**config.mk**
```make
export PLATFORM = sky130hd
export DESIGN_NAME = multi_axis_dda_step_generator_top_flat
export DESIGN_NICKNAME = d
export VERILOG_FILES = /design/src/mdsg_pkg.sv /design/src/mdsg_if.sv /design/src/mdsg_datapath.sv /design/src/mdsg_ctrl.sv /design/src/multi_axis_dda_step_generator_top.sv /design/src/flat_wrapper.sv
export SDC_FILE = /design/constraint.sdc
export NUM_CORES = 2
export LEC_CHECK = 0
export ABC_AREA = 1
export BUFFER_PORTS_ARGS = -buffer_cell sky130_fd_sc_hd__buf_2
export CORE_UTILIZATION = 55
export CTS_CLUSTER_DIAMETER = 100
export DETAILED_ROUTE_END_ITERATION = 8
export PLACE_DENSITY = 0.84
export SYNTH_ARGS = -nofsm -noshare
export SYNTH_HDL_FRONTEND = slang
export SYNTH_SLANG_ARGS = --single-unit
```
**constraint.sdc**
```tcl
create_clock -name i_clk -period 6.6 [get_ports i_clk]
set_clock_uncertainty 0.1 [all_clocks]
set_input_delay 0.66 -clock i_clk [delete_from_list [all_inputs] [get_ports i_clk]]
set_output_delay 0.66 -clock i_clk [all_outputs]
set_load 0.01 [all_outputs]
```
**src/mdsg_pkg.sv**
```systemverilog
// Shared types and constants of the four-axis DDA step generator.
// Used by the channel interfaces, the controller, the datapath and the top level.
package mdsg_pkg;

    // Sizes of the axis set and of the per-tick iteration budget.
    localparam int AXES       = 4;
    localparam int MAX_LOOPS  = 4;
    localparam int CNT_W      = (MAX_LOOPS > 1) ? $clog2(MAX_LOOPS) : 1;

    // Field widths.
    localparam int STEP_W     = 24;
    localparam int EVT_W      = 24;
    localparam int DONE_W     = 25;
    localparam int ACC_W      = 26;
    localparam int POS_W      = 32;
    localparam int PIN_W      = 4;
    localparam int HIT_W      = 3;
    localparam int LOOPS_W    = 3;
    localparam int CFG_IDX_W  = 1;
    localparam int CFG_DATA_W = 4;

    // Request opcodes.
    localparam logic OP_LOAD = 1'b0;
    localparam logic OP_TICK = 1'b1;

    // Configuration register indexes.
    localparam logic [CFG_IDX_W-1:0] REG_ENDSTOP_ENABLE = CFG_IDX_W'(0);
    localparam logic [CFG_IDX_W-1:0] REG_ENDSTOP_INVERT = CFG_IDX_W'(1);

    // Endstop pin positions and axis positions.
    localparam int PIN_X_MAX = 0;
    localparam int PIN_Y_MAX = 1;
    localparam int PIN_Z_MIN = 2;
    localparam int PIN_Z_MAX = 3;
    localparam int AX_X      = 0;
    localparam int AX_Y      = 1;
    localparam int AX_Z      = 2;

    // Input request payload as seen by the datapath.
    typedef struct packed {
        logic [AXES-1:0][STEP_W-1:0] steps;
        logic [EVT_W-1:0]            event_count;
        logic [AXES-1:0]             dir_bits;
        logic [PIN_W-1:0]            endstop_levels;
    } t_in_item;

    // Result payload held in the output register.
    typedef struct packed {
        logic [AXES-1:0]            step_mask;
        logic [AXES-1:0]            dir_mask;
        logic [HIT_W-1:0]           hit_mask;
        logic                       block_done;
        logic                       last;
        logic [AXES-1:0][POS_W-1:0] pos;
    } t_out_item;

    // Commands from the controller to the datapath.
    typedef struct packed {
        logic load;
        logic check;
        logic iter;
        logic last;
    } t_dp_cmd;

    // Status from the datapath to the controller.
    typedef struct packed {
        logic active;
        logic iter_done;
    } t_dp_stat;

    // Controller states.
    typedef enum logic {
        ST_IDLE,
        ST_ITER
    } t_state;

endpackage

```
**src/mdsg_if.sv**
```systemverilog
// Channel interfaces of the DDA step generator: input requests, results, config writes.
// Depends on mdsg_pkg for field widths.
interface mdsg_in_if
    import mdsg_pkg::*;
();
    logic                valid;
    logic                ready;
    logic                op;
    logic [STEP_W-1:0]   steps_x;
    logic [STEP_W-1:0]   steps_y;
    logic [STEP_W-1:0]   steps_z;
    logic [STEP_W-1:0]   steps_e;
    logic [EVT_W-1:0]    event_count;
    logic [AXES-1:0]     dir_bits;
    logic [PIN_W-1:0]    endstop_levels;
    logic [LOOPS_W-1:0]  loops;

    modport source (
        output valid, op, steps_x, steps_y, steps_z, steps_e, event_count,
               dir_bits, endstop_levels, loops,
        input  ready
    );
    modport sink (
        input  valid, op, steps_x, steps_y, steps_z, steps_e, event_count,
               dir_bits, endstop_levels, loops,
        output ready
    );
endinterface

interface mdsg_out_if
    import mdsg_pkg::*;
();
    logic                    valid;
    logic                    ready;
    logic [AXES-1:0]         step_mask;
    logic [AXES-1:0]         dir_mask;
    logic [HIT_W-1:0]        hit_mask;
    logic                    block_done;
    logic                    last;
    logic signed [POS_W-1:0] pos_x;
    logic signed [POS_W-1:0] pos_y;
    logic signed [POS_W-1:0] pos_z;
    logic signed [POS_W-1:0] pos_e;

    modport source (
        output valid, step_mask, dir_mask, hit_mask, block_done, last,
               pos_x, pos_y, pos_z, pos_e,
        input  ready
    );
    modport sink (
        input  valid, step_mask, dir_mask, hit_mask, block_done, last,
               pos_x, pos_y, pos_z, pos_e,
        output ready
    );
endinterface

interface mdsg_cfg_if
    import mdsg_pkg::*;
();
    logic                  valid;
    logic                  ready;
    logic [CFG_IDX_W-1:0]  index;
    logic [CFG_DATA_W-1:0] data;

    modport source (output valid, index, data, input ready);
    modport sink   (input valid, index, data, output ready);
endinterface

```
**src/mdsg_datapath.sv**
```systemverilog
// Datapath of the DDA step generator: block state, endstop check, one DDA iteration,
// configuration registers and the result register. Depends on mdsg_pkg and mdsg_cfg_if.
module mdsg_datapath
    import mdsg_pkg::*;
(
    input  logic        i_clk,
    input  logic        i_rst_n,
    input  t_dp_cmd     i_cmd,
    input  t_in_item    i_item,
    mdsg_cfg_if.sink    i_cfg,
    output t_dp_stat    o_stat,
    output t_out_item   o_res
);

    // Configuration registers.
    logic                r_es_enable;
    logic [PIN_W-1:0]    r_es_invert;

    // Block state.
    logic                        r_active;
    logic [AXES-1:0][STEP_W-1:0] r_steps;
    logic [EVT_W-1:0]            r_total;
    logic [AXES-1:0]             r_dirs;
    logic [AXES-1:0][ACC_W-1:0]  r_err;
    logic [DONE_W-1:0]           r_done_cnt;
    logic [AXES-1:0][POS_W-1:0]  r_pos;
    logic [PIN_W-1:0]            r_prev_es;
    logic [HIT_W-1:0]            r_hit;
    t_out_item                   r_res;

    // Iteration results.
    logic [AXES-1:0][ACC_W-1:0]  n_err_it;
    logic [AXES-1:0][POS_W-1:0]  n_pos_it;
    logic [AXES-1:0]             smask;
    logic [DONE_W-1:0]           n_done_it;
    logic                        iter_done;

    // Endstop check results.
    logic [PIN_W-1:0]  trig;
    logic [PIN_W-1:0]  checked;
    logic [PIN_W-1:0]  fire;
    logic [HIT_W-1:0]  n_hit_chk;
    logic [PIN_W-1:0]  n_prev_chk;
    logic [ACC_W-1:0]  err_preset;

    assign i_cfg.ready = 1'b1;

    // Configuration writes.
    always_ff @(posedge i_clk) begin
        if (!i_rst_n) begin
            r_es_enable <= 1'b1;
            r_es_invert <= '1;
        end else if (i_cfg.valid) begin
            unique case (i_cfg.index)
                REG_ENDSTOP_ENABLE: r_es_enable <= i_cfg.data[0];
                REG_ENDSTOP_INVERT: r_es_invert <= i_cfg.data;
                default: ;
            endcase
        end
    end

    // One Bresenham iteration over all axes; the axes are independent.
    always_comb begin
        logic [ACC_W-1:0] sum;
        for (int a = 0; a < AXES; a++) begin
            sum = r_err[a] + ACC_W'(r_steps[a]);
            if (!sum[ACC_W-1] && (sum != '0)) begin
                n_err_it[a] = sum - ACC_W'(r_total);
                smask[a]    = 1'b1;
                n_pos_it[a] = r_dirs[a] ? (r_pos[a] - POS_W'(1)) : (r_pos[a] + POS_W'(1));
            end else begin
                n_err_it[a] = sum;
                smask[a]    = 1'b0;
                n_pos_it[a] = r_pos[a];
            end
        end
        n_done_it = r_done_cnt + DONE_W'(1);
        iter_done = (n_done_it >= DONE_W'(r_total));
    end

    // Endstop check in the direction of travel, debounced over two checks.
    always_comb begin
        trig                = i_item.endstop_levels ^ r_es_invert;
        checked[PIN_X_MAX]  = r_es_enable & ~r_dirs[AX_X];
        checked[PIN_Y_MAX]  = r_es_enable & ~r_dirs[AX_Y];
        checked[PIN_Z_MIN]  = r_es_enable &  r_dirs[AX_Z];
        checked[PIN_Z_MAX]  = r_es_enable & ~r_dirs[AX_Z];
        fire[PIN_X_MAX]     = (r_steps[AX_X] != '0);
        fire[PIN_Y_MAX]     = (r_steps[AX_Y] != '0);
        fire[PIN_Z_MIN]     = (r_steps[AX_Z] != '0);
        fire[PIN_Z_MAX]     = (r_steps[AX_Z] != '0);
        fire                = fire & checked & trig & r_prev_es;
        n_hit_chk           = r_hit;
        n_hit_chk[AX_X]     = r_hit[AX_X] | fire[PIN_X_MAX];
        n_hit_chk[AX_Y]     = r_hit[AX_Y] | fire[PIN_Y_MAX];
        n_hit_chk[AX_Z]     = r_hit[AX_Z] | fire[PIN_Z_MIN] | fire[PIN_Z_MAX];
        n_prev_chk          = (r_prev_es & ~checked) | (trig & checked);
        err_preset          = ACC_W'(0) - ACC_W'(i_item.event_count >> 1);
    end

    // Block state registers.
    always_ff @(posedge i_clk) begin
        if (!i_rst_n) begin
            r_active   <= 1'b0;
            r_dirs     <= '0;
            r_err      <= '0;
            r_done_cnt <= '0;
            r_pos      <= '0;
            r_prev_es  <= '0;
            r_hit      <= '0;
        end else if (i_cmd.load) begin
            r_active   <= 1'b1;
            r_dirs     <= i_item.dir_bits;
            r_err      <= {AXES{err_preset}};
            r_done_cnt <= '0;
            r_hit      <= '0;
        end else if (i_cmd.check) begin
            r_hit      <= n_hit_chk;
            r_prev_es  <= n_prev_chk;
            if (fire != '0) begin
                r_done_cnt <= DONE_W'(r_total);
            end
        end else if (i_cmd.iter) begin
            r_err      <= n_err_it;
            r_pos      <= n_pos_it;
            r_done_cnt <= n_done_it;
            if (iter_done) begin
                r_active <= 1'b0;
            end
        end
    end

    // Step counts and the result register hold payload only.
    always_ff @(posedge i_clk) begin
        if (i_cmd.load) begin
            r_steps <= i_item.steps;
            r_total <= i_item.event_count;
        end
        if (i_cmd.iter) begin
            r_res.step_mask  <= smask;
            r_res.dir_mask   <= r_dirs;
            r_res.hit_mask   <= r_hit;
            r_res.block_done <= iter_done;
            r_res.last       <= i_cmd.last;
            r_res.pos        <= n_pos_it;
        end
    end

    assign o_stat.active    = r_active;
    assign o_stat.iter_done = iter_done;
    assign o_res            = r_res;

endmodule

```
**src/mdsg_ctrl.sv**
```systemverilog
// Controller of the DDA step generator: request intake, iteration count and result valid.
// Depends on mdsg_pkg and mdsg_in_if; drives the datapath through t_dp_cmd.
module mdsg_ctrl
    import mdsg_pkg::*;
(
    input  logic      i_clk,
    input  logic      i_rst_n,
    mdsg_in_if.sink   i_in,
    input  logic      i_out_ready,
    output logic      o_out_valid,
    input  t_dp_stat  i_stat,
    output t_dp_cmd   o_cmd
);

    t_state             r_state, n_state;
    logic [CNT_W-1:0]   r_cnt, n_cnt;
    logic [CNT_W-1:0]   r_last_idx, n_last_idx;
    logic               r_out_valid, n_out_valid;
    logic               in_accept;
    logic               can_issue;
    logic [CNT_W-1:0]   loops_idx;

    // Iteration budget of a tick: zero counts as one, large values saturate.
    always_comb begin
        if (i_in.loops == '0) begin
            loops_idx = '0;
        end else if (int'(i_in.loops) > MAX_LOOPS) begin
            loops_idx = CNT_W'(MAX_LOOPS - 1);
        end else begin
            loops_idx = CNT_W'(i_in.loops - LOOPS_W'(1));
        end
    end

    // State register.
    always_ff @(posedge i_clk) begin
        if (!i_rst_n) begin
            r_state     <= ST_IDLE;
            r_cnt       <= '0;
            r_last_idx  <= '0;
            r_out_valid <= 1'b0;
        end else begin
            r_state     <= n_state;
            r_cnt       <= n_cnt;
            r_last_idx  <= n_last_idx;
            r_out_valid <= n_out_valid;
        end
    end

    // Next state and commands.
    always_comb begin
        n_state     = r_state;
        n_cnt       = r_cnt;
        n_last_idx  = r_last_idx;
        o_cmd       = '0;
        i_in.ready  = 1'b0;
        in_accept   = 1'b0;
        can_issue   = !r_out_valid || i_out_ready;
        n_out_valid = r_out_valid && !i_out_ready;

        unique case (r_state)
            ST_IDLE: begin
                i_in.ready = 1'b1;
                in_accept  = i_in.valid;
                if (in_accept && (i_in.op == OP_LOAD)) begin
                    o_cmd.load = 1'b1;
                end else if (in_accept && i_stat.active) begin
                    o_cmd.check = 1'b1;
                    n_cnt       = '0;
                    n_last_idx  = loops_idx;
                    n_state     = ST_ITER;
                end
            end
            ST_ITER: begin
                if (can_issue) begin
                    o_cmd.iter  = 1'b1;
                    o_cmd.last  = i_stat.iter_done || (r_cnt == r_last_idx);
                    n_out_valid = 1'b1;
                    if (o_cmd.last) begin
                        n_state = ST_IDLE;
                    end else begin
                        n_cnt = r_cnt + CNT_W'(1);
                    end
                end
            end
            default: n_state = ST_IDLE;
        endcase
    end

    assign o_out_valid = r_out_valid;

endmodule

```
**src/multi_axis_dda_step_generator_top.sv**
```systemverilog
// Top level of the four-axis Bresenham DDA step generator.
// Depends on mdsg_pkg, mdsg_if, mdsg_ctrl and mdsg_datapath.
//
//   Channel  Port    Direction  Payload
//   -------  ------  ---------  --------------------------------------------------
//   input    i_in    sink       op, four step counts, event count, dirs, pins, loops
//   result   o_out   source     step, dir and hit masks, done, last, four positions
//   config   i_cfg   sink       register index and write data
//
// A load request gives no result. A tick on an active block first runs the endstop check
// and then one DDA iteration per result, n results in all (n at most MAX_LOOPS, fewer
// once the block is done).
// Reset (i_rst_n, synchronous, active low) idles the block and clears positions.
// A stalled result register holds the next iteration back; a new request is taken
// while the final result of the previous one still waits.
module multi_axis_dda_step_generator_top
    import mdsg_pkg::*;
(
    input  logic       i_clk,
    input  logic       i_rst_n,
    mdsg_in_if.sink    i_in,
    mdsg_out_if.source o_out,
    mdsg_cfg_if.sink   i_cfg
);

    t_dp_cmd   cmd;
    t_dp_stat  stat;
    t_in_item  item;
    t_out_item res;
    logic      out_valid;

    // Gather the input fields for the datapath.
    assign item.steps          = {i_in.steps_e, i_in.steps_z, i_in.steps_y, i_in.steps_x};
    assign item.event_count    = i_in.event_count;
    assign item.dir_bits       = i_in.dir_bits;
    assign item.endstop_levels = i_in.endstop_levels;

    mdsg_ctrl u_ctrl (
        .i_clk       (i_clk),
        .i_rst_n     (i_rst_n),
        .i_in        (i_in),
        .i_out_ready (o_out.ready),
        .o_out_valid (out_valid),
        .i_stat      (stat),
        .o_cmd       (cmd)
    );

    mdsg_datapath u_datapath (
        .i_clk   (i_clk),
        .i_rst_n (i_rst_n),
        .i_cmd   (cmd),
        .i_item  (item),
        .i_cfg   (i_cfg),
        .o_stat  (stat),
        .o_res   (res)
    );

    // Result channel.
    assign o_out.valid      = out_valid;
    assign o_out.step_mask  = res.step_mask;
    assign o_out.dir_mask   = res.dir_mask;
    assign o_out.hit_mask   = res.hit_mask;
    assign o_out.block_done = res.block_done;
    assign o_out.last       = res.last;
    assign o_out.pos_x      = res.pos[AX_X];
    assign o_out.pos_y      = res.pos[AX_Y];
    assign o_out.pos_z      = res.pos[AX_Z];
    assign o_out.pos_e      = res.pos[AXES-1];

endmodule
```
**src/flat_wrapper.sv**
```systemverilog
// flat-port wrapper written by rule: the top's interface ports become plain ports
module multi_axis_dda_step_generator_top_flat import mdsg_pkg::*;
  (i_clk, i_rst_n, i_in_valid, i_in_op, i_in_steps_x, i_in_steps_y, i_in_steps_z, i_in_steps_e, i_in_event_count, i_in_dir_bits, i_in_endstop_levels, i_in_loops, i_in_ready, o_out_valid, o_out_step_mask, o_out_dir_mask, o_out_hit_mask, o_out_block_done, o_out_last, o_out_pos_x, o_out_pos_y, o_out_pos_z, o_out_pos_e, o_out_ready, i_cfg_valid, i_cfg_index, i_cfg_data, i_cfg_ready);
  mdsg_in_if i_in_i ();
  mdsg_out_if o_out_i ();
  mdsg_cfg_if i_cfg_i ();
  input  logic i_clk;
  input  logic i_rst_n;
  input wire logic [$bits(i_in_i.valid)-1:0] i_in_valid;
  input wire logic [$bits(i_in_i.op)-1:0] i_in_op;
  input wire logic [$bits(i_in_i.steps_x)-1:0] i_in_steps_x;
  input wire logic [$bits(i_in_i.steps_y)-1:0] i_in_steps_y;
  input wire logic [$bits(i_in_i.steps_z)-1:0] i_in_steps_z;
  input wire logic [$bits(i_in_i.steps_e)-1:0] i_in_steps_e;
  input wire logic [$bits(i_in_i.event_count)-1:0] i_in_event_count;
  input wire logic [$bits(i_in_i.dir_bits)-1:0] i_in_dir_bits;
  input wire logic [$bits(i_in_i.endstop_levels)-1:0] i_in_endstop_levels;
  input wire logic [$bits(i_in_i.loops)-1:0] i_in_loops;
  output wire logic [$bits(i_in_i.ready)-1:0] i_in_ready;
  output wire logic [$bits(o_out_i.valid)-1:0] o_out_valid;
  output wire logic [$bits(o_out_i.step_mask)-1:0] o_out_step_mask;
  output wire logic [$bits(o_out_i.dir_mask)-1:0] o_out_dir_mask;
  output wire logic [$bits(o_out_i.hit_mask)-1:0] o_out_hit_mask;
  output wire logic [$bits(o_out_i.block_done)-1:0] o_out_block_done;
  output wire logic [$bits(o_out_i.last)-1:0] o_out_last;
  output wire logic [$bits(o_out_i.pos_x)-1:0] o_out_pos_x;
  output wire logic [$bits(o_out_i.pos_y)-1:0] o_out_pos_y;
  output wire logic [$bits(o_out_i.pos_z)-1:0] o_out_pos_z;
  output wire logic [$bits(o_out_i.pos_e)-1:0] o_out_pos_e;
  input wire logic [$bits(o_out_i.ready)-1:0] o_out_ready;
  input wire logic [$bits(i_cfg_i.valid)-1:0] i_cfg_valid;
  input wire logic [$bits(i_cfg_i.index)-1:0] i_cfg_index;
  input wire logic [$bits(i_cfg_i.data)-1:0] i_cfg_data;
  output wire logic [$bits(i_cfg_i.ready)-1:0] i_cfg_ready;
  assign i_in_i.valid = i_in_valid;
  assign i_in_i.op = i_in_op;
  assign i_in_i.steps_x = i_in_steps_x;
  assign i_in_i.steps_y = i_in_steps_y;
  assign i_in_i.steps_z = i_in_steps_z;
  assign i_in_i.steps_e = i_in_steps_e;
  assign i_in_i.event_count = i_in_event_count;
  assign i_in_i.dir_bits = i_in_dir_bits;
  assign i_in_i.endstop_levels = i_in_endstop_levels;
  assign i_in_i.loops = i_in_loops;
  assign i_in_ready = i_in_i.ready;
  assign o_out_valid = o_out_i.valid;
  assign o_out_step_mask = o_out_i.step_mask;
  assign o_out_dir_mask = o_out_i.dir_mask;
  assign o_out_hit_mask = o_out_i.hit_mask;
  assign o_out_block_done = o_out_i.block_done;
  assign o_out_last = o_out_i.last;
  assign o_out_pos_x = o_out_i.pos_x;
  assign o_out_pos_y = o_out_i.pos_y;
  assign o_out_pos_z = o_out_i.pos_z;
  assign o_out_pos_e = o_out_i.pos_e;
  assign o_out_i.ready = o_out_ready;
  assign i_cfg_i.valid = i_cfg_valid;
  assign i_cfg_i.index = i_cfg_index;
  assign i_cfg_i.data = i_cfg_data;
  assign i_cfg_ready = i_cfg_i.ready;
  multi_axis_dda_step_generator_top u_core (.i_clk(i_clk), .i_rst_n(i_rst_n), .i_in(i_in_i), .o_out(o_out_i), .i_cfg(i_cfg_i));
endmodule
```
==> results.md <==
- Synthesized area: 42100 um2
- Hold Path End: u_core.u_datapath.r_steps[91]
- Final setup vio count: 0
- DP Cell Count: 7300
- Layout Cells excl Fill: 7421
- VDD IR max: 0.240 mV
- Leakage: 23.1 nW
- Area leader, netlist: edfxtp_1
- Worst stage delay on the critical path: 0.76 ns
- Pint: 6.90 mW
- Crit-path cells: ha_1, fa_1, nand3_1, nand3_1, nand2_1, nand2_1, nand2_1, nand2_1, nand2_1, nand2_1, nor2_1, nand2_1, nor2_1, nand4_4, nand2_2, buf_4, nand2_1, and2_1
- Hold buffers post-CTS: 0
- Status: completed
- Worst-path maximum fanout: 37
- Rel. slew slack: 0.153
- Post-DP Area: 44300 um2
- Fillcell total: 7027
- Reg-to-reg startpoint: u_core.u_datapath.r_steps[48]
- Switching power: 3.94 mW
- Final Hold Fails: 0
- Commonest non-fill, non-tap cell in the layout: nand2_1
- Root buf cell: clkbuf_16
- Fin util: 0.612
- Worst-Skew Late Latency: 0.69 ns
- R2R depth: 18
- Core area: 75800 um2
- Routability Congestion: 1.05
- First-pass GRT wire length: 205 mm
- Cells after synthesis: 6158
- Most frequent cells in the layout: nand2_1, inv_1, a21oi_1
- CTS sink count: 541
- Synth Warn #: 0
- Post-synth top area share: 0.186
- Place WS: 1.95 ns
- CTS clk-pin slew, worst paths: 0.06 ns
- WL final: 132 mm
- TritonCTS clock tree: yes
- Hold Path Class: input port to flip-flop
- Critical path buffers and inverters: 1
- Synth top area cells: edfxtp_1, nand2_1, dfxtp_1, ha_1, a21oi_1
- Minimum hold slack: 0.0460 ns
- Main synth FF type: dfxtp_1
- Setup ws final: 1.98 ns
- GR Util All Layers: 0.332
- Cell repeated most along the worst path: nand2_1
- Crit-path leading delay family: simple AND/OR/NAND/NOR gates
- Postcts setup bufs: 0
- Post-synth ARST share: 0
- Num CTS Buffers: 61
- Die X: 279 um
- Vias in the first global route: 39300
- Pre-antenna DRT Iters: 8
- Switching fraction of total power: 0.363
- # port buffers: 284
- Worst path slowest cell: nand2_2
- DPL Wire Length: 99.0 mm
- R2R setup slack: 1.98 ns
- I/O pin count: 286
- Largest net degree at the start of global routing: 171
- #FFs+latches synth: 541
- Final Cell Area: 46400 um2
- Cell Rows: 101
- Layout area overhead: 10.3%
- RSZ-0062 raised after global routing: no
- Total Neg Setup Slack: 0 ns
- CP required: 6.94 ns
- Worst hold stages: 1
- Residual DRC count: 0
- Crit end category: flip-flop
- Final Net Count: 6878
- Final Max Tran Viols: 0
- Pin slew with the least headroom to its limit: 1.26 ns
- Initial antenna violation count: 13
- Syn nets: 6651
- Clk buf depth: 3
- Seq/Total Area, Yosys: 0.320
- Pwr dens: 234 nW/um2
- Starting Density: 0.555
- Critical path launch point type: flip-flop
- Antenna Nets Post-Route: 0
- Avg Cell Area, Syn: 6.83 um2
- Final min period: 4.62 ns
- Seq pwr share: 0.349
- Area of the die: 77600 um2
- Initial DRC Count: 4219
- H-tree levels: 2
- DR WL/cell: 17.8 um
- Clk pwr share: 0.323
- Routed via count: 42200
- Max-Cap Viols: 0
- Global route overflow: 0
- Gate power share: 0.328
- Worst flop-to-flop path endpoint: u_core.u_datapath.o_res[65]
- EDFF count, synth: 261
- Total power: 10.8 mW
- Synth unique cells: 52
- Final period util: 0.700
- Vias/cell: 5.69
- Fmax: 0.217 GHz
- CTS-repair resized insts: 0
- Share of layout cells above drive strength 1: 0.0713
- Hold Path Origin: i_in_steps_e[19]
- Die height: 279 um
- Worst path arrival time: 4.96 ns
- CP Depth: 18
- WS Path Type: flip-flop to flip-flop
## worst max-delay path by stage
stage | startpoint | end | slack (ns)
final | u_core.u_datapath.r_steps[48] | u_core.u_datapath.o_res[65] | 1.98
after global routing | u_core.u_datapath.r_steps[48] | u_core.u_datapath.r_pos[75] | 1.58
after CTS | u_core.u_datapath.r_steps[48] | u_core.u_datapath.o_res[65] | 1.99
after detailed placement | u_core.u_datapath.r_steps[48] | u_core.u_datapath.o_res[65] | 1.95
after global placement | u_core.u_datapath.r_steps[48] | u_core.u_datapath.o_res[65] | 2.06
after floorplan | o_out_ready | u_core.u_datapath.o_res[0] | 0.59
## kinds of logic (layout without fill, tap and decap cells)
| kind of cell | after synthesis | in the layout | share of synthesized area |
|---|---|---|---|
| AOI/OAI and AO/OA | 1040 | 1040 | 0.132 |
| xor gates and xnor gates | 254 | 254 | 0.0539 |
| adders and majority gates | 351 | 351 | 0.107 |
| buffers and inverters | 883 | 1163 | 0.0820 |
| DFF | 541 | 541 | 0.320 |
| other | 1 | 6 | 0.0000892 |
| and+or+nand+nor | 3088 | 3088 | 0.305 |
## power by group through the flow
| stage | clock [mW] | combinational, mW | sequential, mW |
|---|---|---|---|
| 4_1_cts | 3.55 | 3.48 | 3.78 |
| 2_1_floorplan | 0 | 2.62 | 3.82 |
| 3_5_place_dp | 0 | 3.45 | 3.85 |
| 6_report | 3.50 | 3.56 | 3.78 |
| 3_3_place_gp | 0 | 3.41 | 3.85 |
| 5_1_grt | 3.68 | 3.94 | 3.79 |
## cell type report
type / instances / area [um2] / share of cell area
diodes: 5 / 12.5 / 0.000270
clock buffers: 83 / 1690 / 0.0365
clock inverters: 33 / 365 / 0.00788
inverters: 731 / 2760 / 0.0595
multi-input cells: 4734 / 25200 / 0.543
flip-flops and latches: 541 / 13400 / 0.290
well taps: 978 / 1220 / 0.0264
repair buffers: 316 / 1680 / 0.0362
## synth_stat cells, types with 42 or more instances
master	n
nand2_1	1793
inv_1	725
a21oi_1	553
nor2_1	547
nand3_1	496
ha_1	339
o21ai_0	327
dfxtp_1	280
edfxtp_1	261
xor2_1	165
clkbuf_1	91
xnor2_1	85
nand4_1	75
nor3_1	62
nand3b_1	42
## flip-flops by register name, summed over array words and instances (netlist names), named ones only
signal                         flops
u_core.u_ctrl.r_last_idx           2
u_core.u_ctrl.r_cnt                2
u_core.u_ctrl.o_out_valid          1
u_core.u_datapath.r_err          104
u_core.u_datapath.r_es_enable      1
u_core.u_datapath.r_pos          128
u_core.u_datapath.r_es_invert      4
u_core.u_datapath.r_dirs           4
u_core.u_datapath.r_total         24
u_core.u_datapath.o_res          141
u_core.u_datapath.r_active         1
u_core.u_datapath.r_steps         96
u_core.u_ctrl.r_state              1
u_core.u_datapath.r_hit            3
u_core.u_datapath.r_done_cnt      25
## metal layers
layer  part of all wire  GRT usage  wire length [um]  vias up
met2               0.43      0.524             57300     1784
met4              0.057      0.179              7500       12
li1                   -          -                 -    20900
met5            0.00063          0                83        -
met1               0.42      0.431             55100    19200
met3              0.092     0.0575             12100      385
(Power assumes the default switching activity.)
